`src/sv/fpc_pkg.sv`:
```
// Package for the frame parse and CRC check unit: constants, types, CRC table.
package fpc_pkg;

  localparam int HEADER_BYTES  = 5;
  localparam int NAME_BYTES    = 7;
  localparam int TRAILER_BYTES = 4;
  localparam int MIN_FRAME     = HEADER_BYTES + NAME_BYTES + TRAILER_BYTES;

  localparam int POS_W   = 9;
  localparam logic [POS_W-1:0] POS_MAX = '1;

  localparam logic [31:0] CRC_INIT = 32'hFFFF_FFFF;
  localparam logic [31:0] CRC_XOR  = 32'hFFFF_FFFF;
  localparam logic [31:0] CRC_POLY = 32'hEDB8_8320;

  localparam int QUEUE_DEPTH = 4;
  localparam int QPTR_W      = $clog2(QUEUE_DEPTH);
  localparam int QCNT_W      = $clog2(QUEUE_DEPTH + 1);

  localparam logic [2:0] KIND_TIER    = 3'd0;
  localparam logic [2:0] KIND_BW      = 3'd1;
  localparam logic [2:0] KIND_TYPE    = 3'd2;
  localparam logic [2:0] KIND_BLOCKS  = 3'd3;
  localparam logic [2:0] KIND_LENGTH  = 3'd4;
  localparam logic [2:0] KIND_NAME    = 3'd5;
  localparam logic [2:0] KIND_PAYLOAD = 3'd6;
  localparam logic [2:0] KIND_STATUS  = 3'd7;

  // One queue entry: the results caused by one input beat.
  typedef struct packed {
    logic        tag_vld;
    logic [2:0]  kind;
    logic [7:0]  value;
    logic        stat_vld;
    logic [31:0] rx_crc;
    logic        crc_match;
    logic        too_short;
  } fpc_entry_t;

  // Entry of the reflected CRC-32 byte table (entry 1 is 0x77073096).
  function automatic logic [31:0] crc_table(input logic [7:0] idx);
    logic [31:0] c;
    c = {24'd0, idx};
    for (int i = 0; i < 8; i++) begin
      c = c[0] ? ((c >> 1) ^ CRC_POLY) : (c >> 1);
    end
    return c;
  endfunction

  function automatic logic [31:0] crc_step(input logic [31:0] crc, input logic [7:0] b);
    return (crc >> 8) ^ crc_table(crc[7:0] ^ b);
  endfunction

endpackage

```
`src/sv/fpc_if.sv`:
```
// Valid/ready channel interfaces for the input bytes and the result items.
interface fpc_in_if;
  logic       valid;
  logic       ready;
  logic [7:0] rx_byte;
  logic       is_last;

  modport source (output valid, rx_byte, is_last, input ready);
  modport sink   (input valid, rx_byte, is_last, output ready);
endinterface

interface fpc_out_if;
  logic        valid;
  logic        ready;
  logic [2:0]  kind;
  logic [7:0]  value;
  logic [31:0] received_crc;
  logic        crc_match;
  logic        too_short;
  logic        frame_end;

  modport source (output valid, kind, value, received_crc, crc_match, too_short,
                  frame_end, input ready);
  modport sink   (input valid, kind, value, received_crc, crc_match, too_short,
                  frame_end, output ready);
endinterface

```
`src/sv/fpc_front.sv`:
```
// Front end: holdback line, byte position, CRC update and classification.
module fpc_front import fpc_pkg::*; (
  input  logic       clk,
  input  logic       rst_n,
  input  logic       accept,
  input  logic [7:0] rx_byte,
  input  logic       is_last,
  output logic       push,
  output fpc_entry_t entry
);

  logic [7:0]       hb_r [TRAILER_BYTES];
  logic [7:0]       hb_nxt [TRAILER_BYTES];
  logic [31:0]      crc_r, crc_nxt, crc_upd;
  logic [POS_W-1:0] pos_r, pos_nxt, pos_inc, p;
  logic [7:0]       len_r, len_nxt;
  logic             leave;
  logic [31:0]      rcrc;

  always_comb begin
    leave   = pos_r >= POS_W'(TRAILER_BYTES);
    p       = pos_r - POS_W'(TRAILER_BYTES);
    crc_upd = leave ? crc_step(crc_r, hb_r[0]) : crc_r;
    pos_inc = (pos_r == POS_MAX) ? pos_r : pos_r + 1'b1;

    for (int i = 0; i < TRAILER_BYTES - 1; i++) begin
      hb_nxt[i] = hb_r[i+1];
    end
    hb_nxt[TRAILER_BYTES-1] = rx_byte;

    rcrc = '0;
    for (int i = 0; i < TRAILER_BYTES; i++) begin
      rcrc = {rcrc[23:0], hb_nxt[i]};
    end

    len_nxt = len_r;
    entry.tag_vld = 1'b0;
    entry.kind    = KIND_PAYLOAD;
    entry.value   = hb_r[0];
    if (leave) begin
      priority if (p < POS_W'(HEADER_BYTES)) begin
        entry.tag_vld = 1'b1;
        entry.kind    = p[2:0];
        if (p == POS_W'(HEADER_BYTES - 1)) len_nxt = hb_r[0];
      end else if (p < POS_W'(HEADER_BYTES + NAME_BYTES)) begin
        entry.tag_vld = 1'b1;
        entry.kind    = KIND_NAME;
      end else if ((p - POS_W'(HEADER_BYTES + NAME_BYTES)) < {1'b0, len_r}) begin
        entry.tag_vld = 1'b1;
        entry.kind    = KIND_PAYLOAD;
      end
    end

    entry.stat_vld  = is_last;
    entry.rx_crc    = rcrc;
    entry.too_short = pos_inc < POS_W'(MIN_FRAME);
    entry.crc_match = !entry.too_short && ((crc_upd ^ CRC_XOR) == rcrc);

    push    = accept && (entry.tag_vld || is_last);
    crc_nxt = crc_upd;
    pos_nxt = pos_inc;
  end

  always_ff @(posedge clk) begin
    if (!rst_n) begin
      for (int i = 0; i < TRAILER_BYTES; i++) hb_r[i] <= '0;
      crc_r <= CRC_INIT;
      pos_r <= '0;
      len_r <= '0;
    end else if (accept) begin
      if (is_last) begin
        // frame done: back to the reset state for the next frame
        for (int i = 0; i < TRAILER_BYTES; i++) hb_r[i] <= '0;
        crc_r <= CRC_INIT;
        pos_r <= '0;
        len_r <= '0;
      end else begin
        for (int i = 0; i < TRAILER_BYTES; i++) hb_r[i] <= hb_nxt[i];
        crc_r <= crc_nxt;
        pos_r <= pos_nxt;
        len_r <= len_nxt;
      end
    end
  end

endmodule

```
`src/sv/fpc_queue.sv`:
```
// Short FIFO of result entries between the front and back ends.
module fpc_queue import fpc_pkg::*; (
  input  logic       clk,
  input  logic       rst_n,
  input  logic       push,
  input  fpc_entry_t push_entry,
  input  logic       pop,
  output logic       full,
  output logic       not_empty,
  output fpc_entry_t head
);

  fpc_entry_t        slot_r [QUEUE_DEPTH];
  logic [QPTR_W-1:0] wr_ptr_r, rd_ptr_r;
  logic [QCNT_W-1:0] cnt_r, cnt_nxt;

  assign full      = cnt_r == QCNT_W'(QUEUE_DEPTH);
  assign not_empty = cnt_r != '0;
  assign head      = slot_r[rd_ptr_r];

  always_comb begin
    cnt_nxt = cnt_r;
    if (push && !pop) cnt_nxt = cnt_r + 1'b1;
    if (pop && !push) cnt_nxt = cnt_r - 1'b1;
  end

  always_ff @(posedge clk) begin
    if (push) slot_r[wr_ptr_r] <= push_entry;
  end

  always_ff @(posedge clk) begin
    if (!rst_n) begin
      wr_ptr_r <= '0;
      rd_ptr_r <= '0;
      cnt_r    <= '0;
    end else begin
      if (push) wr_ptr_r <= wr_ptr_r + 1'b1;
      if (pop)  rd_ptr_r <= rd_ptr_r + 1'b1;
      cnt_r <= cnt_nxt;
    end
  end

endmodule

```
`src/sv/fpc_back.sv`:
```
// Back end: turns each queue entry into one or two output beats.
module fpc_back import fpc_pkg::*; (
  input  logic       clk,
  input  logic       rst_n,
  input  logic       not_empty,
  input  fpc_entry_t head,
  output logic       pop,
  fpc_out_if.source  out_ch
);

  logic phase_r, phase_nxt;
  logic show_tag, fire;

  always_comb begin
    show_tag     = head.tag_vld && !phase_r;
    out_ch.valid = not_empty;
    fire         = not_empty && out_ch.ready;

    if (show_tag) begin
      out_ch.kind         = head.kind;
      out_ch.value        = head.value;
      out_ch.received_crc = '0;
      out_ch.crc_match    = 1'b0;
      out_ch.too_short    = 1'b0;
      out_ch.frame_end    = 1'b0;
    end else begin
      out_ch.kind         = KIND_STATUS;
      out_ch.value        = '0;
      out_ch.received_crc = head.rx_crc;
      out_ch.crc_match    = head.crc_match;
      out_ch.too_short    = head.too_short;
      out_ch.frame_end    = 1'b1;
    end

    // entry with tag and status: first beat only advances the phase
    pop       = fire && !(show_tag && head.stat_vld);
    phase_nxt = phase_r;
    if (fire) phase_nxt = show_tag && head.stat_vld;
  end

  always_ff @(posedge clk) begin
    if (!rst_n) phase_r <= 1'b0;
    else        phase_r <= phase_nxt;
  end

endmodule

```
`src/sv/frame_parse_crc_check_unit.sv`:
```
// Top level of the frame parse and CRC-32 check unit.
// Throughput: one byte beat per cycle while the result queue has room; a frame's last
//   byte that also releases a tagged byte gives one more output beat, absorbed by the
//   4-entry result queue. With the queue empty, a tagged byte is offered the cycle after
//   the 4th byte beat behind it; status follows the last byte, after any tag it releases.
// Reset: synchronous, active low; clears holdback, CRC, position, length and the queue.
module frame_parse_crc_check_unit import fpc_pkg::*; (
  input  logic      clk,
  input  logic      rst_n,
  fpc_in_if.sink    in_ch,
  fpc_out_if.source out_ch
);

  // front -> queue
  logic       push;
  fpc_entry_t push_entry;
  // queue -> back
  logic       full, not_empty, pop;
  fpc_entry_t head;
  logic       accept;

  // Input is taken whenever the queue has room; the output side never
  // stalls the input directly, only through the queue filling up.
  assign in_ch.ready = !full;
  assign accept      = in_ch.valid && !full;

  // Front: shifts the byte through the holdback line, runs the table
  // CRC on the byte that falls out, tags it by position and builds the
  // status on the last byte of a frame.
  fpc_front u_front (
    .clk     (clk),
    .rst_n   (rst_n),
    .accept  (accept),
    .rx_byte (in_ch.rx_byte),
    .is_last (in_ch.is_last),
    .push    (push),
    .entry   (push_entry)
  );

  // Queue: one entry per beat that causes at least one result.
  fpc_queue u_queue (
    .clk        (clk),
    .rst_n      (rst_n),
    .push       (push),
    .push_entry (push_entry),
    .pop        (pop),
    .full       (full),
    .not_empty  (not_empty),
    .head       (head)
  );

  // Back: tagged byte first, then status, one result beat per cycle while the receiver is ready.
  fpc_back u_back (
    .clk       (clk),
    .rst_n     (rst_n),
    .not_empty (not_empty),
    .head      (head),
    .pop       (pop),
    .out_ch    (out_ch)
  );

endmodule

```
`src/flat_wrapper.sv`:
```
// flat-port wrapper written by rule: the top's interface ports become plain ports
module frame_parse_crc_check_unit_flat import fpc_pkg::*;
  (clk, rst_n, in_ch_valid, in_ch_rx_byte, in_ch_is_last, in_ch_ready, out_ch_valid, out_ch_kind, out_ch_value, out_ch_received_crc, out_ch_crc_match, out_ch_too_short, out_ch_frame_end, out_ch_ready);
  fpc_in_if in_ch_i ();
  fpc_out_if out_ch_i ();
  input  logic clk;
  input  logic rst_n;
  input wire logic [$bits(in_ch_i.valid)-1:0] in_ch_valid;
  input wire logic [$bits(in_ch_i.rx_byte)-1:0] in_ch_rx_byte;
  input wire logic [$bits(in_ch_i.is_last)-1:0] in_ch_is_last;
  output wire logic [$bits(in_ch_i.ready)-1:0] in_ch_ready;
  output wire logic [$bits(out_ch_i.valid)-1:0] out_ch_valid;
  output wire logic [$bits(out_ch_i.kind)-1:0] out_ch_kind;
  output wire logic [$bits(out_ch_i.value)-1:0] out_ch_value;
  output wire logic [$bits(out_ch_i.received_crc)-1:0] out_ch_received_crc;
  output wire logic [$bits(out_ch_i.crc_match)-1:0] out_ch_crc_match;
  output wire logic [$bits(out_ch_i.too_short)-1:0] out_ch_too_short;
  output wire logic [$bits(out_ch_i.frame_end)-1:0] out_ch_frame_end;
  input wire logic [$bits(out_ch_i.ready)-1:0] out_ch_ready;
  assign in_ch_i.valid = in_ch_valid;
  assign in_ch_i.rx_byte = in_ch_rx_byte;
  assign in_ch_i.is_last = in_ch_is_last;
  assign in_ch_ready = in_ch_i.ready;
  assign out_ch_valid = out_ch_i.valid;
  assign out_ch_kind = out_ch_i.kind;
  assign out_ch_value = out_ch_i.value;
  assign out_ch_received_crc = out_ch_i.received_crc;
  assign out_ch_crc_match = out_ch_i.crc_match;
  assign out_ch_too_short = out_ch_i.too_short;
  assign out_ch_frame_end = out_ch_i.frame_end;
  assign out_ch_i.ready = out_ch_ready;
  frame_parse_crc_check_unit u_core (.clk(clk), .rst_n(rst_n), .in_ch(in_ch_i), .out_ch(out_ch_i));
endmodule
```
`config.mk`:
```
export PLATFORM = sky130hd
export DESIGN_NAME = frame_parse_crc_check_unit_flat
export DESIGN_NICKNAME = d
export VERILOG_FILES = /design/src/sv/fpc_pkg.sv /design/src/sv/fpc_if.sv /design/src/sv/fpc_front.sv /design/src/sv/fpc_queue.sv /design/src/sv/fpc_back.sv /design/src/sv/frame_parse_crc_check_unit.sv /design/src/flat_wrapper.sv
export SDC_FILE = /design/constraint.sdc
export NUM_CORES = 1
export LEC_CHECK = 0
export BUFFER_PORTS_ARGS = -buffer_cell sky130_fd_sc_hd__buf_2
export CORE_MARGIN = 3
export CORE_UTILIZATION = 40
export CTS_CLUSTER_DIAMETER = 150
export DETAILED_ROUTE_END_ITERATION = 10
export SYNTH_ARGS = -nofsm -noshare
export SYNTH_HDL_FRONTEND = slang
export SYNTH_SLANG_ARGS = --single-unit
```
`constraint.sdc`:
```
create_clock -name clk -period 9 [get_ports clk]
set_input_delay 0 -clock clk [delete_from_list [all_inputs] [get_ports clk]]
set_output_delay 0 -clock clk [all_outputs]
set_load 0.1 [all_outputs]
```
==> impl_summary.txt, run 1 <==
----------------------------------------------------
[Floorplanning]
  DIE HEIGHT ... approximately 190 um
  Die Wd ... roughly 190 um
  Core area ... around 32000 sq um
  Initial standard-cell utilization of the core ... 41.1%
  Floorplan die area ... about 35000 sq um
  Site Rows ... 65
  I/O pin total ... 61

[Timing]
  Setup Total Neg Slack ... 0 ps
  Fmax achieved ... 223 MHz
  Fin worst setup slack ... 4510 ps
  Measured slew at the worst slew-check pin ... 1000 ps
  Min Clock Period, post-route ... 4490 ps
  Headroom to the max-slew limit ... 33.0%
  Endpoints failing hold ... 0
  Setup repair after global routing missed its margin ... false
  Fin. max-slew vios ... 0
  Clk_skew ... 12.9 ps
  Final Setup Violations ... 0
  Portion of the clock cycle consumed by the worst path in the final layout ... about half

[Detailed routing]
  Average routed wire per standard cell ... 20.4 um
  Remaining routing DRC violations ... 0
  Post-detailed-route via-to-cell ratio ... 5.29
  Detail Route Antenna Nets ... 0
  Number of vias in the routed layout ... about 7.7k
  Drt pass-1 iters ... 6
  Number of design-rule violations left by the first detailed-router iteration ... 581
  DRT Wirelength ... approximately 30 mm

[Final layout]
  Fillers ... around 2.9k
  Synth-to-layout area growth ... 13.3%
  Antenna diodes ... 0
  Commonest non-fill, non-tap cell in the layout ... sky130_fd_sc_hd__edfxtp_1
  Net count reported at finish ... just over 1k
  Commonest cells after routing, fill and taps aside ... sky130_fd_sc_hd__edfxtp_1 (212), sky130_fd_sc_hd__dfxtp_1 (65), sky130_fd_sc_hd__buf_2 (60), sky130_fd_sc_hd__a21oi_1 (57), sky130_fd_sc_hd__nor2b_1 (52)
  Area occupied by multi-input gates ... 5130 sq um
  Layout cells sized above 1 ... 18.3%
  Footprint of the flip-flops and latches ... 7710 sq um

[Clock tree]
  Level count of the clock H-tree ... 1
  Number of sinks on the clock net ... about 280
  Clk_lat worst skew ... between 500 and 600 ps
  Root buffer cell ... sky130_fd_sc_hd__clkbuf_16
  Clock-pin slew reported for the worst setup and hold paths after clock tree synthesis ... 60 ps
  Total clock buffers created by CTS ... 29
  Setup fix buffers added after clock tree synthesis ... 0
  TritonCTS clock tree ... done
  Maximum clock path buffer count ... 3

[Logic synthesis]
  Yosys warning count ... 0
  Syn Nets ... 967
  Post-synthesis async set-or-reset flop share ... 0%
  Average size of a mapped cell ... 14.0 sq um
  Area fraction of the dominant cell type after synthesis ... 48.6%
  Count of flip-flops with a built-in enable after synthesis ... 212
  Number of different library cells in the post-synthesis netlist ... 65
  Cell types occupying the most area after synthesis ... sky130_fd_sc_hd__edfxtp_1 (49%), sky130_fd_sc_hd__dfxtp_1 (10%), sky130_fd_sc_hd__mux4_2 (8.1%), sky130_fd_sc_hd__xnor2_1 (3.2%), sky130_fd_sc_hd__nor2b_1 (2.5%)
  Gate count after technology mapping ... 934
  Top FF cell, synth ... sky130_fd_sc_hd__edfxtp_1
  Library cell occupying the most area in the post-synthesis netlist ... sky130_fd_sc_hd__edfxtp_1
  Total standard cell area after synthesis ... 13100 sq um
  Portion of the post-synthesis area used by sequential elements ... 58.8%
  Register bit count reported by yosys ... 279

[Placed design]
  Count of buffers inserted at the top-level ports ... 60
  HPWL after DPL ... 19.7 mm
  RePlAce Congestion ... 0.888
  Pre-CTS WS ... ~4500 ps

[Min path]
  Worst hold-check path type ... input port to flop
  Worst Min Path Start ... rst_n
  Worst hold path cell count ... 3
  Worst Hold End ... u_core.u_queue.wr_ptr_r[0]$_SDFFE_PN0P_

[Setup path]
  Required time reported for the critical path endpoint ... 9160 ps
  Worst Reg2Reg Path Length in Cells ... 14
  Nature of the critical path endpoint ... flop
  Count of buffer and inverter cells on the critical path ... 3
  Crit path max-delay family ... compound AO/OA/AOI/OAI gates
  Data arrival time of the critical path ... 4640 ps
  Type of the worst setup path ... flop to flop
  Origin of the critical flop-to-flop path ... u_core.u_front.pos_r[2]$_SDFFE_PN0P_
  Worst setup slack for register-to-register paths ... around 4500 ps
  Setup crit start kind ... flop
  Crit path max-delay cell type ... sky130_fd_sc_hd__dfxtp_1
  Highest net fanout along the worst path ... 47
  Endpoint of the worst-slack reg-to-reg timing path ... u_core.u_queue.slot_r[3][13]$_DFFE_PP_
  Worst path cell trace ... inv_1, ha_1, xor2_1, nor2_1, inv_1, a21oi_1, a21oi_1, nor2_1, xnor2_1, ha_1, a221o_1, a31oi_1, and2_2, buf_4
  Delay of the slowest cell on the worst path ... between 600 and 700 ps

[Run]
  Max-Cap Viols ... 0

[Power]
  PnR Total Power ... 3.06 mW
  Highest ir drop seen on vdd ... 0.108 mV
  Reported leakage power ... 5.05 nW
  Pwr/cell area ... between 200 and 250 nW/um^2

[Global route]
  Grt total ovfl ... 0
  Pin count of the biggest net entering global routing ... 48
  First-pass GRT wire length ... 46.2 mm
  Number of antenna violations at the first check in global routing ... 0
  Vias in the first global route ... 7733
  All-layer global routing usage ... 16.9%

[Run status]
  Run status ... finished, final reports clean

----------------------------------------------------
## cells by family (layout without fill, tap and decap cells)
group                    after synthesis  in the layout  synth area share (%)
AO/OA/AOI/OAI                        146            146                  6.96
XOR/XNOR                             114            114                  10.9
adder cells (fa/ha/maj)               20             20                  1.97
buffers and inverters                 75            161                  2.21
flip-flops                           279            279                  58.8
multiplexers                          57             57                  8.86
AND/OR/NAND/NOR                      243            243                  10.3
## sequential cells by signal, indices dropped and copies added, names as in the netlist, named ones only
signal and cells:
u_core.u_front.crc_r 32, u_core.u_front.len_r 8, u_core.u_queue.wr_ptr_r 2, u_core.u_back.phase_r 1, u_core.u_front.pos_r 9, u_core.u_front.hb_r 32
u_core.u_queue.rd_ptr_r 2, u_core.u_queue.cnt_r 3, u_core.u_queue.slot_r 188
## worst min-delay path, delay by kind of cell
family	cells	cell delay, ps
buffers and inverters	1	320
AND/OR/NAND/NOR	1	160
multiplexers	1	50
## synthesized netlist by cell type (all sizes together) (2+ instances only)
cell type  instances
a211oi             6
a21boi             3
a21o               5
a21oi             57
a221oi             2
a22oi             11
a31oi              7
and2              44
and3              11
and4               4
buf               13
clkbuf            34
dfxtp             67
edfxtp           212
ha                19
inv               28
mux2i              9
mux4              47
nand2             32
nand2b             7
nand3             10
nand3b             2
nand4              6
nor2              43
nor2b             53
nor3              11
nor3b              5
nor4               6
nor4b              2
o2111ai            3
o21ai             26
o221ai             2
o22a              12
o22ai              2
o31ai              4
or3                4
xnor2             57
xnor3             15
xor2              37
xor3               5
## how the worst max path moves through the flow
stage	startpoint	endpoint	slack, ps	cells after the start
CTS	u_core.u_front.pos_r[2]$_SDFFE_PN0P_	u_core.u_queue.slot_r[0][31]$_DFFE_PP_	4490	14
floorplan	u_core.u_front.pos_r[2]$_SDFFE_PN0P_	u_core.u_queue.slot_r[0][0]$_DFFE_PP_	4640	14
global placement	u_core.u_front.pos_r[2]$_SDFFE_PN0P_	u_core.u_queue.slot_r[3][3]$_DFFE_PP_	4510	14
global route	u_core.u_front.pos_r[2]$_SDFFE_PN0P_	u_core.u_queue.cnt_r[2]$_SDFFE_PN0P_	4020	19
detailed placement	u_core.u_front.pos_r[2]$_SDFFE_PN0P_	u_core.u_queue.slot_r[0][13]$_DFFE_PP_	4490	14
finish	u_core.u_front.pos_r[2]$_SDFFE_PN0P_	u_core.u_queue.slot_r[3][13]$_DFFE_PP_	4510	14
## cell type report
class	count	area share, %
flip-flops and latches	279	52.0
repair buffers	81	3.25
well taps	435	3.67
inverters	28	0.708
multi-input cells	580	34.5
clock buffers	39	5.21
clock inverters	13	0.674
## stage by stage
| stage | hold slack (ps) | util (%) | cells | instance area (sq um) |
|---|---|---|---|---|
| 2_1_floorplan | 98.9 | - | 934 | 13100 |
| 3_3_place_gp | 301 | 43.5 | 1393 | 13900 |
| 3_5_place_dp | 314 | 43.5 | 1393 | 13900 |
| 4_1_cts | 30.7 | 46.6 | 1455 | 14800 |
| 5_1_grt | 71.7 | 46.6 | 1455 | 14800 |
| 6_report | 51.7 | 46.6 | 1455 | 14800 |
## metal layers
metal | share of wire, % | vias up | GRT usage, %
met5 | 0 | - | 0
li1 | - | 3608 | -
met1 | 46 | 3832 | 24.8
met4 | 2.0 | 0 | 4.25
met2 | 47 | 214 | 26.7
met3 | 5.4 | 36 | 2.29
## where the power goes
group / internal, mW / switching [mW] / leakage [nW]
Combinational: 0.152 / 0.377 / 2.15
Clock: 0.630 / 0.472 / 0.416
Sequential: 1.40 / 0.0308 / 2.48
## timing repair
item | 4_1_cts | 5_1_grt
hold endpoints to repair | 45 | 0
resized for setup | 0 | 0
hold buffers | 10 | 0
Note: power is estimated with default switching activity, not from simulation.
==> run 2: changes to the inputs <==
==> constraint.sdc (replaced) <==
create_clock -name clk -period 3.6 [get_ports clk]
set_input_delay 0 -clock clk [delete_from_list [all_inputs] [get_ports clk]]
set_output_delay 0 -clock clk [all_outputs]
set_load 0.1 [all_outputs]
==> run 2 against run 1 <==
  * Total power rose to 2.5 times the previous value
  * Sequential share of layout area decreased by 1.7 points
  * Largest power group unchanged
  * Flip-flop and latch count unchanged
  * Non-clock buffer count is 41 higher
  * Highest routed layer unchanged
  * Cell count is 2.9% higher
  * Count of clock-buffer cells in the layout up 4
==> impl_summary.txt, run 2 (synthesis results as in run 1) <==
----------------------------------------------------
[Run status]
  Run status ... finished, final reports clean (unchanged)

[Global route]
  Number of antenna violations at the first check in global routing ... 0 (unchanged)
  Pin count of the biggest net entering global routing ... 47 (was 48)
  First-pass GRT wire length ... 47.6 mm (was 46.2 mm)
  All-layer global routing usage ... 17.3% (was 16.9%)
  Vias in the first global route ... 7939 (was 7733)
  Grt total ovfl ... 0 (unchanged)

[Clock tree]
  Level count of the clock H-tree ... 1 (unchanged)
  Root buffer cell ... sky130_fd_sc_hd__clkbuf_16 (unchanged)
  TritonCTS clock tree ... done (unchanged)
  Clock-pin slew reported for the worst setup and hold paths after clock tree synthesis ... 60 ps (about the same)
  Clk_lat worst skew ... 540 ps (was 530 ps)
  Number of sinks on the clock net ... 279 (unchanged)
  Maximum clock path buffer count ... 3 (unchanged)
  Total clock buffers created by CTS ... 28 (was 29)

[Setup path]
  Type of the worst setup path ... flop to flop (unchanged)
  Crit path max-delay family ... compound AO/OA/AOI/OAI gates (unchanged)
  Required time reported for the critical path endpoint ... 4060 ps (was 9160 ps)
  Critical Path Source ... u_core.u_front.pos_r[3]$_SDFFE_PN0P_ (was u_core.u_front.pos_r[2]$_SDFFE_PN0P_)
  Worst setup slack for register-to-register paths ... 150 ps (was 4510 ps)
  Count of buffer and inverter cells on the critical path ... 2 (was 3)
  Cell type with the highest occurrence count on the critical path ... sky130_fd_sc_hd__o31ai_2
  Crit path max-delay cell type ... sky130_fd_sc_hd__or3_4 (was sky130_fd_sc_hd__dfxtp_1)
  Origin of the critical flop-to-flop path ... u_core.u_front.pos_r[3]$_SDFFE_PN0P_ (was u_core.u_front.pos_r[2]$_SDFFE_PN0P_)
  Highest net fanout along the worst path ... 6 (was 47)
  Delay of the slowest cell on the worst path ... 400 ps (was 620 ps)
  Worst path cell trace ... or3_4, o31ai_2, o21ai_1, xnor2_1, ha_1, nand2_1, o31ai_2, a221o_1, a31oi_4, inv_2, ha_2, inv_1, fa_1, xor2_1, or3_1, a21boi_1 (was inv_1, ha_1, xor2_1, nor2_1, inv_1, a21oi_1, a21oi_1, nor2_1, xnor2_1, ha_1, a221o_1, a31oi_1, and2_2, buf_4)
  Nature of the critical path endpoint ... flop (unchanged)
  Data arrival time of the critical path ... 3910 ps (was 4640 ps)
  Setup crit start kind ... flop (unchanged)

[Detailed routing]
  Post-detailed-route via-to-cell ratio ... 5.23 (was 5.29)
  DRT Wirelength ... 30.2 mm (was 29.7 mm)
  Drt pass-1 iters ... 5 (was 6)
  Detail Route Antenna Nets ... 0 (unchanged)
  Average routed wire per standard cell ... 20.2 um (was 20.4 um)
  Remaining routing DRC violations ... 0 (unchanged)
  Number of vias in the routed layout ... 7835 (was 7690)
  Number of design-rule violations left by the first detailed-router iteration ... 619 (was 581)

[Timing]
  Min Clock Period, post-route ... 3450 ps (was 4490 ps)
  Setup repair after global routing missed its margin ... true (was false)
  Final Setup Violations ... 0 (unchanged)
  Measured slew at the worst slew-check pin ... 977 ps (was 1000 ps)
  Hold Worst Slack ... 54.4 ps (was 51.7 ps)
  Fmax achieved ... 290 MHz (was 223 MHz)
  Fin. max-slew vios ... 0 (unchanged)
  Endpoints failing hold ... 0 (unchanged)
  Fin worst setup slack ... 152 ps (was 4510 ps)
  Headroom to the max-slew limit ... 34.7% (was 33.0%)
  Setup Total Neg Slack ... 0 ps (unchanged)
  Clk_skew ... 16.2 ps (was 12.9 ps)
  Portion of the clock cycle consumed by the worst path in the final layout ... 95.8% (was 49.9%)

[Final layout]
  Commonest non-fill, non-tap cell in the layout ... sky130_fd_sc_hd__edfxtp_1 (unchanged)
  Commonest cells after routing, fill and taps aside ... sky130_fd_sc_hd__edfxtp_1 (212), sky130_fd_sc_hd__dfxtp_1 (63), sky130_fd_sc_hd__buf_2 (60), sky130_fd_sc_hd__a21oi_1 (57), sky130_fd_sc_hd__nor2b_1 (52) (was sky130_fd_sc_hd__edfxtp_1 (212), sky130_fd_sc_hd__dfxtp_1 (65), sky130_fd_sc_hd__buf_2 (60), sky130_fd_sc_hd__a21oi_1 (57), sky130_fd_sc_hd__nor2b_1 (52))
  Synth-to-layout area growth ... 17.3% (was 13.3%)
  Final non-filler cell area ... 15400 sq um (was 14800 sq um)
  Layout cells sized above 1 ... 22.7% (was 18.3%)
  Biggest regs ... u_core.u_queue.slot_r x188, u_core.u_front.crc_r x32, u_core.u_front.hb_r x32 (unchanged)
  Largest register by flop count ... u_core.u_queue.slot_r (unchanged)
  Fillers ... 2772 (was 2867)
  Largest register FFs ... 188 (unchanged)
  Net count reported at finish ... 1072 (was 1032)
  End-of-flow core utilization ... 48.2% (was 46.6%)

[Placed design]
  Count of buffers inserted at the top-level ports ... 60 (unchanged)
  Pre-CTS WS ... -77.5 ps (was 4490 ps)
  RePlAce Congestion ... 0.868 (was 0.888)
  Instance area at placement ... 14300 sq um (was 13900 sq um)
  HPWL after DPL ... 21.1 mm (was 19.7 mm)

[Floorplanning]
  Site Rows ... 65 (unchanged)
  DIE HEIGHT ... 187 um (unchanged)
  Core area ... 31900 sq um (unchanged)
  I/O pin total ... 61 (unchanged)
  Floorplan die area ... 35000 sq um (unchanged)
  Initial standard-cell utilization of the core ... 41.1% (unchanged)
  Die Wd ... 187 um (unchanged)

[Power]
  Pwr/cell area ... 507 nW/um^2 (was 206 nW/um^2)
  Highest ir drop seen on vdd ... 0.289 mV (was 0.108 mV)
  Reported leakage power ... 5.31 nW (was 5.05 nW)

[Min path]
  Worst hold-check path type ... input port to flop (unchanged)
  Worst Min Path Start ... in_ch_valid (was rst_n)

[Run]
  Max-Cap Viols ... 0 (unchanged)

----------------------------------------------------
-- run 2: changes by cell type in the layout (fill, tap and decap cells not counted), moves of 3 or more --
cell,delta
sky130_fd_sc_hd__and2_2,-4
sky130_fd_sc_hd__and2_4,+4
sky130_fd_sc_hd__buf_12,+7
sky130_fd_sc_hd__buf_4,+34
sky130_fd_sc_hd__clkbuf_1,+3
sky130_fd_sc_hd__clkinv_4,+3
sky130_fd_sc_hd__clkinvlp_4,-3
sky130_fd_sc_hd__ha_1,-3
sky130_fd_sc_hd__inv_1,-3
sky130_fd_sc_hd__inv_2,+3
-- run 2: path summary, 6_finish.rpt --
path                            cells after the start                              endpoint
worst max-delay path                               16  u_core.u_queue.cnt_r[2]$_SDFFE_PN0P_
worst min-delay path                                5  u_core.u_front.pos_r[8]$_SDFFE_PN0P_
worst max register to register                     16  u_core.u_queue.cnt_r[2]$_SDFFE_PN0P_
worst min register to register                      1  u_core.u_front.crc_r[8]$_SDFFE_PN1P_
-- run 2: what timing repair did --
item,in CTS,in global routing
endpoints found under the setup margin,1,6
pin swaps,1,2
hold buffers,10,0
gates resized for setup,5,10
buffers inserted,0,0
hold endpoints to repair,45,0
-- run 2: per-stage QoR --
stage	cells	total power, mW
after floorplan	934	4.71
after global placement	1434	5.01
after detailed placement	1434	5.01
after CTS	1496	7.86
after global routing	1496	8.06
final	1497	7.78
-- run 2: power by group --
group / internal [mW] / switching [mW] / leakage, nW / total (mW)
Clock: 1.67 / 1.17 / 0.438 / 2.84
Combinational: 0.409 / 0.947 / 2.39 / 1.36
Sequential: 3.51 / 0.0719 / 2.48 / 3.58
Total: 5.59 / 2.19 / 5.31 / 7.78
-- run 2: tightest hold or removal path: cells and delay by family --
family	cells	cell delay, ps
buffers and inverters	2	300
AND/OR/NAND/NOR	2	130
AO/OA/AOI/OAI	1	90
-- run 2: layer usage --
metal / track usage [%] / share of wire [%] / vias up
met5: 0 / 0 / -
met4: 3.72 / 1.8 / 0
met3: 2.14 / 3.9 / 40
met2: 28.2 / 47 / 174
met1: 25.0 / 47 / 3939
li1: - / - / 3682
-- run 2: layout make-up --
| type | instances | area (sq um) | share of cell area [%] |
|---|---|---|---|
| multi-input combinational | 580 | 5210 | 33.9 |
| tap | 435 | 544 | 3.54 |
| clock inverter | 9 | 108 | 0.701 |
| timing repair buffer | 122 | 878 | 5.72 |
| sequential | 279 | 7710 | 50.2 |
| antenna | 1 | 2.50 | 0.0163 |
| clock buffer | 43 | 798 | 5.20 |
| inverter | 28 | 105 | 0.684 |
==> run 3: changes to the inputs <==
--- a/config.mk
+++ b/config.mk
@@ -5,6 +5,7 @@
 export SDC_FILE = /design/constraint.sdc
 export NUM_CORES = 1
 export LEC_CHECK = 0
+export ABC_AREA = 1
 export BUFFER_PORTS_ARGS = -buffer_cell sky130_fd_sc_hd__buf_2
 export CORE_MARGIN = 3
 export CORE_UTILIZATION = 40
==> constraint.sdc (replaced) <==
create_clock -name clk -period 3 [get_ports clk]
set_input_delay 0 -clock clk [delete_from_list [all_inputs] [get_ports clk]]
set_output_delay 0 -clock clk [all_outputs]
set_load 0.1 [all_outputs]
==> run 3 against run 2 <==
  * The flow now finishes with violations (setup timing)
  * Via count is 41% higher
  * Global-route usage up 3.0 points
  * Total power rose by 43%
  * Worst setup slack lost 170 ps
  * Highest routed layer unchanged
  * Synthesized cell count up 68%
  * Hold slack better by 40 ps
  * Combinational power rose by 120%
  * Critical endpoint is now u_core.u_queue.cnt_r[1]$_SDFFE_PN0P_
  * Design area increased by 6.8%
  * Critical path depth increased by 3
  * Routed wire length up 27%
  * Flip-flop and latch count did not move
  * Sequential power up 23%
==> impl_summary.txt, run 3 <==
----------------------------------------------------
[Power]
  Share of total power in sequential cells ... 39.7% (was 46.0%)
  Switching share of total power ... 35.7% (was 28.1%)
  Pwr/cell area ... 676 nW/um^2 (was 507 nW/um^2)
  Highest ir drop seen on vdd ... 0.497 mV (was 0.289 mV)
  Switching power total ... 3.96 mW (was 2.19 mW)
  Reported leakage power ... 7.00 nW (was 5.31 nW)
  Internal cell power ... 7.13 mW (was 5.59 mW)
  Proportion of power drawn by combinational gates ... 27.2% (was 17.4%)
  Clk network pwr share ... 33.1% (was 36.5%)

[Global route]
  Number of antenna violations at the first check in global routing ... 0 (unchanged)
  GR Layer Usage met1 ... 28.6% (was 25.0%)
  M2 GR Usage ... 32.9% (was 28.2%)
  Met3 Resource Use GR ... 2.56% (was 2.14%)
  Busiest grt layer ... met2 (unchanged)
  First-pass GRT wire length ... 57.3 mm (was 47.6 mm)
  Grt total ovfl ... 0 (unchanged)
  Vias in the first global route ... 10.1k (was 7939)
  All-layer global routing usage ... 20.2% (was 17.3%)
  Pin count of the biggest net entering global routing ... 85 (was 47)

[Final layout]
  Largest register by flop count ... u_core.u_queue.slot_r (unchanged)
  Antenna diodes ... 0 (was 1)
  Biggest regs ... u_core.u_queue.slot_r x188, u_core.u_front.crc_r x32, u_core.u_front.hb_r x32 (unchanged)
  Area occupied by multi-input gates ... 5120 sq um (was 5210 sq um)
  Footprint of the flip-flops and latches ... 7720 sq um (was 7710 sq um)
  Commonest non-fill, non-tap cell in the layout ... sky130_fd_sc_hd__nand2_1 (was sky130_fd_sc_hd__edfxtp_1)
  Layout cells sized above 1 ... 13.5% (was 22.7%)
  Commonest cells after routing, fill and taps aside ... sky130_fd_sc_hd__nand2_1 (471), sky130_fd_sc_hd__edfxtp_1 (212), sky130_fd_sc_hd__nor2_1 (171), sky130_fd_sc_hd__inv_1 (165), sky130_fd_sc_hd__o21ai_0 (114) (was sky130_fd_sc_hd__edfxtp_1 (212), sky130_fd_sc_hd__dfxtp_1 (63), sky130_fd_sc_hd__buf_2 (60), sky130_fd_sc_hd__a21oi_1 (57), sky130_fd_sc_hd__nor2b_1 (52))
  Fillers ... 3030 (was 2772)
  Synth-to-layout area growth ... 20.5% (was 17.3%)
  Net count reported at finish ... 1717 (was 1072)
  Final non-filler cell area ... 16400 sq um (was 15400 sq um)
  Largest register FFs ... 188 (unchanged)

[Logic synthesis]
  Post-synthesis async set-or-reset flop share ... 0% (unchanged)
  Area fraction of the dominant cell type after synthesis ... 46.8% (was 48.6%)
  Yosys warning count ... 0 (unchanged)
  Average size of a mapped cell ... 8.65 sq um (was 14.0 sq um)
  Count of flip-flops with a built-in enable after synthesis ... 212 (unchanged)
  Cell types occupying the most area after synthesis ... sky130_fd_sc_hd__edfxtp_1 (47%), sky130_fd_sc_hd__nand2_1 (13%), sky130_fd_sc_hd__dfxtp_1 (9.9%), sky130_fd_sc_hd__nor2_1 (5.0%), sky130_fd_sc_hd__inv_1 (4.6%) (was sky130_fd_sc_hd__edfxtp_1 (49%), sky130_fd_sc_hd__dfxtp_1 (10%), sky130_fd_sc_hd__mux4_2 (8.1%), sky130_fd_sc_hd__xnor2_1 (3.2%), sky130_fd_sc_hd__nor2b_1 (2.5%))
  Top FF cell, synth ... sky130_fd_sc_hd__edfxtp_1 (unchanged)
  Portion of the post-synthesis area used by sequential elements ... 56.6% (was 58.8%)
  Syn Nets ... 1606 (was 967)
  Most frequent cell after synthesis ... sky130_fd_sc_hd__nand2_1 (was sky130_fd_sc_hd__edfxtp_1)
  Most used standard cells in the synthesized netlist ... sky130_fd_sc_hd__nand2_1 (474), sky130_fd_sc_hd__edfxtp_1 (212), sky130_fd_sc_hd__nor2_1 (180) (was sky130_fd_sc_hd__edfxtp_1 (212), sky130_fd_sc_hd__dfxtp_1 (67), sky130_fd_sc_hd__a21oi_1 (57))
  Library cell occupying the most area in the post-synthesis netlist ... sky130_fd_sc_hd__edfxtp_1 (unchanged)
  Total standard cell area after synthesis ... 13600 sq um (was 13100 sq um)
  Gate count after technology mapping ... 1573 (was 934)
  Register bit count reported by yosys ... 279 (unchanged)
  Number of different library cells in the post-synthesis netlist ... 47 (was 65)

[Detailed routing]
  Remaining routing DRC violations ... 0 (unchanged)
  Average routed wire per standard cell ... 17.8 um (was 20.2 um)
  Drt pass-1 iters ... 5 (unchanged)
  Post-detailed-route via-to-cell ratio ... 5.15 (was 5.23)
  Detail Route Antenna Nets ... 0 (unchanged)
  DRT Wirelength ... 38.2 mm (was 30.2 mm)
  Number of design-rule violations left by the first detailed-router iteration ... 1015 (was 619)
  Number of vias in the routed layout ... 11.1k (was 7835)

[Floorplanning]
  Site Rows ... 66 (was 65)
  DIE HEIGHT ... 190 um (was 187 um)
  Die Wd ... 190 um (was 187 um)
  Initial standard-cell utilization of the core ... 41.2% (was 41.1%)
  Core area ... 33000 sq um (was 31900 sq um)
  Floorplan die area ... 36300 sq um (was 35000 sq um)
  I/O pin total ... 61 (unchanged)

[Setup path]
  Type of the worst setup path ... flop to flop (unchanged)
  Required time reported for the critical path endpoint ... 3400 ps (was 4060 ps)
  Highest net fanout along the worst path ... 5 (was 6)
  Nature of the critical path endpoint ... flop (unchanged)
  Setup crit start kind ... flop (unchanged)
  Data arrival time of the critical path ... 3420 ps (was 3910 ps)

[Timing]
  Clk_skew ... 10.1 ps (was 16.2 ps)
  Portion of the clock cycle consumed by the worst path in the final layout ... 101% (was 95.8%)
  Fmax achieved ... 331 MHz (was 290 MHz)
  Measured slew at the worst slew-check pin ... 838 ps (was 977 ps)
  Fin. max-slew vios ... 0 (unchanged)
  Endpoints failing hold ... 0 (unchanged)
  Setup Total Neg Slack ... -20.2 ps (was 0 ps)
  Final Setup Violations ... 1 (was 0)
  Min Clock Period, post-route ... 3020 ps (was 3450 ps)
  Headroom to the max-slew limit ... 44.2% (was 34.7%)
  Fin worst setup slack ... -20.2 ps (was 152 ps)
  Setup repair after global routing missed its margin ... true (unchanged)

[Clock tree]
  Total clock buffers created by CTS ... 28 (unchanged)
  Maximum clock path buffer count ... 3 (unchanged)
  Clock-pin slew reported for the worst setup and hold paths after clock tree synthesis ... 70 ps (was 60 ps)
  Root buffer cell ... sky130_fd_sc_hd__clkbuf_16 (unchanged)
  Clk_lat worst skew ... 540 ps (about the same)
  Level count of the clock H-tree ... 1 (unchanged)
  TritonCTS clock tree ... done (unchanged)
  Number of sinks on the clock net ... 279 (unchanged)

[Run status]
  Violations in the final reports ... setup timing
  Run status ... finished, violations left (was finished, final reports clean)

[Placed design]
  Instance area at placement ... 14900 sq um (was 14300 sq um)
  Count of buffers inserted at the top-level ports ... 60 (unchanged)
  RePlAce Congestion ... 0.958 (was 0.868)
  HPWL after DPL ... 25.5 mm (was 21.1 mm)

[Run]
  Max-Cap Viols ... 0 (unchanged)

[Min path]
  Worst hold-check path type ... input port to flop (unchanged)

----------------------------------------------------
run 3: cell count changes after synthesis, moves of 45 or more:
cell                      change
sky130_fd_sc_hd__o21ai_0     +93
sky130_fd_sc_hd__nor2_1     +137
sky130_fd_sc_hd__inv_1      +140
sky130_fd_sc_hd__nand3_1     +88
sky130_fd_sc_hd__mux4_2      -47
sky130_fd_sc_hd__nand2_1    +442
sky130_fd_sc_hd__xnor2_1     -45
sky130_fd_sc_hd__nor2b_1     -53
run 3: logic make-up (layout without fill, tap and decap cells):
logic type	count (synthesis)	after routing	share of synthesized area, %
DFF	279	279	56.6
buffers and inverters	232	365	6.87
AOI/OAI and AO/OA	244	244	10.0
xor gates and xnor gates	14	14	0.956
adders and majority gates	20	20	1.89
and+or+nand+nor	784	784	23.6
run 3: cell type report:
cell class	instances	area share, %
well taps	442	3.37
repair buffers	136	8.34
inverters	177	4.11
clock inverters	9	0.984
multi-input cells	1062	31.2
flip-flops and latches	279	47.0
clock buffers	43	4.93
run 3: stage by stage:
stage          power, mW  utilization (%)  setup slack (ps)  std cells  hold WS, ps
6_report            11.1             49.7             -20.2       2148         94.4
5_1_grt             11.5             49.7              -179       2148          143
4_1_cts             11.1             48.5              14.0       2132         76.2
3_5_place_dp        7.45             45.1             -34.5       2068          315
3_3_place_gp        7.43             45.1              9.33       2068          315
2_1_floorplan       6.69                -              -541       1573         98.9
run 3: worst paths after layout:
kind,from,endpoint,slack [ps],depth (start not counted)
max,u_core.u_front.pos_r[2]$_SDFFE_PN0P_,u_core.u_queue.cnt_r[1]$_SDFFE_PN0P_,-20,19
max reg2reg,u_core.u_front.pos_r[2]$_SDFFE_PN0P_,u_core.u_queue.cnt_r[1]$_SDFFE_PN0P_,-20,19
min,in_ch_valid,u_core.u_queue.wr_ptr_r[1]$_SDFFE_PN0P_,90,7
min reg2reg,u_core.u_queue.rd_ptr_r[1]$_SDFFE_PN0P_,u_core.u_queue.rd_ptr_r[1]$_SDFFE_PN0P_,460,2
run 3: power by group through the flow:
stage	registers, mW	logic, mW	clock network, mW
2_1_floorplan	4.43	2.26	0
3_3_place_gp	4.48	2.95	0
3_5_place_dp	4.49	2.96	0
4_1_cts	4.40	2.98	3.73
5_1_grt	4.42	3.21	3.89
6_report	4.40	3.02	3.68
run 3: critical path: stages, from the launching register on:
cell and delay, ps:
sky130_fd_sc_hd__dfxtp_4 370, sky130_fd_sc_hd__inv_6 50, sky130_fd_sc_hd__ha_4 180, sky130_fd_sc_hd__xnor2_4 230
sky130_fd_sc_hd__nand2_2 90, sky130_fd_sc_hd__nor2_2 90, sky130_fd_sc_hd__xnor2_1 80, sky130_fd_sc_hd__ha_1 320
sky130_fd_sc_hd__nand3_2 80, sky130_fd_sc_hd__nand2_2 70, sky130_fd_sc_hd__a21oi_2 50, sky130_fd_sc_hd__nand2_2 80
sky130_fd_sc_hd__nand2_4 60, sky130_fd_sc_hd__a21oi_4 160, sky130_fd_sc_hd__ha_2 190, sky130_fd_sc_hd__inv_2 40
sky130_fd_sc_hd__fa_2 510, sky130_fd_sc_hd__nor2_1 40, sky130_fd_sc_hd__a21oi_1 130, sky130_fd_sc_hd__nor2_1 60
run 3: what timing repair did:
action,4_1_cts,5_1_grt
hold buffers,11,0
endpoints found under the hold margin,62,0
buffers inserted,1,8
resized for setup,5,15
gates cloned,0,8
endpoints found under the setup margin,2,164
pin swaps,7,11
run 3: routing by layer:
layer	up-vias	wire, um	part of all wire (%)
met5	-	0	0
met3	59	2450	6.4
met4	0	928	2.4
met1	5214	17000	44
met2	345	17800	47
li1	5436	-	-
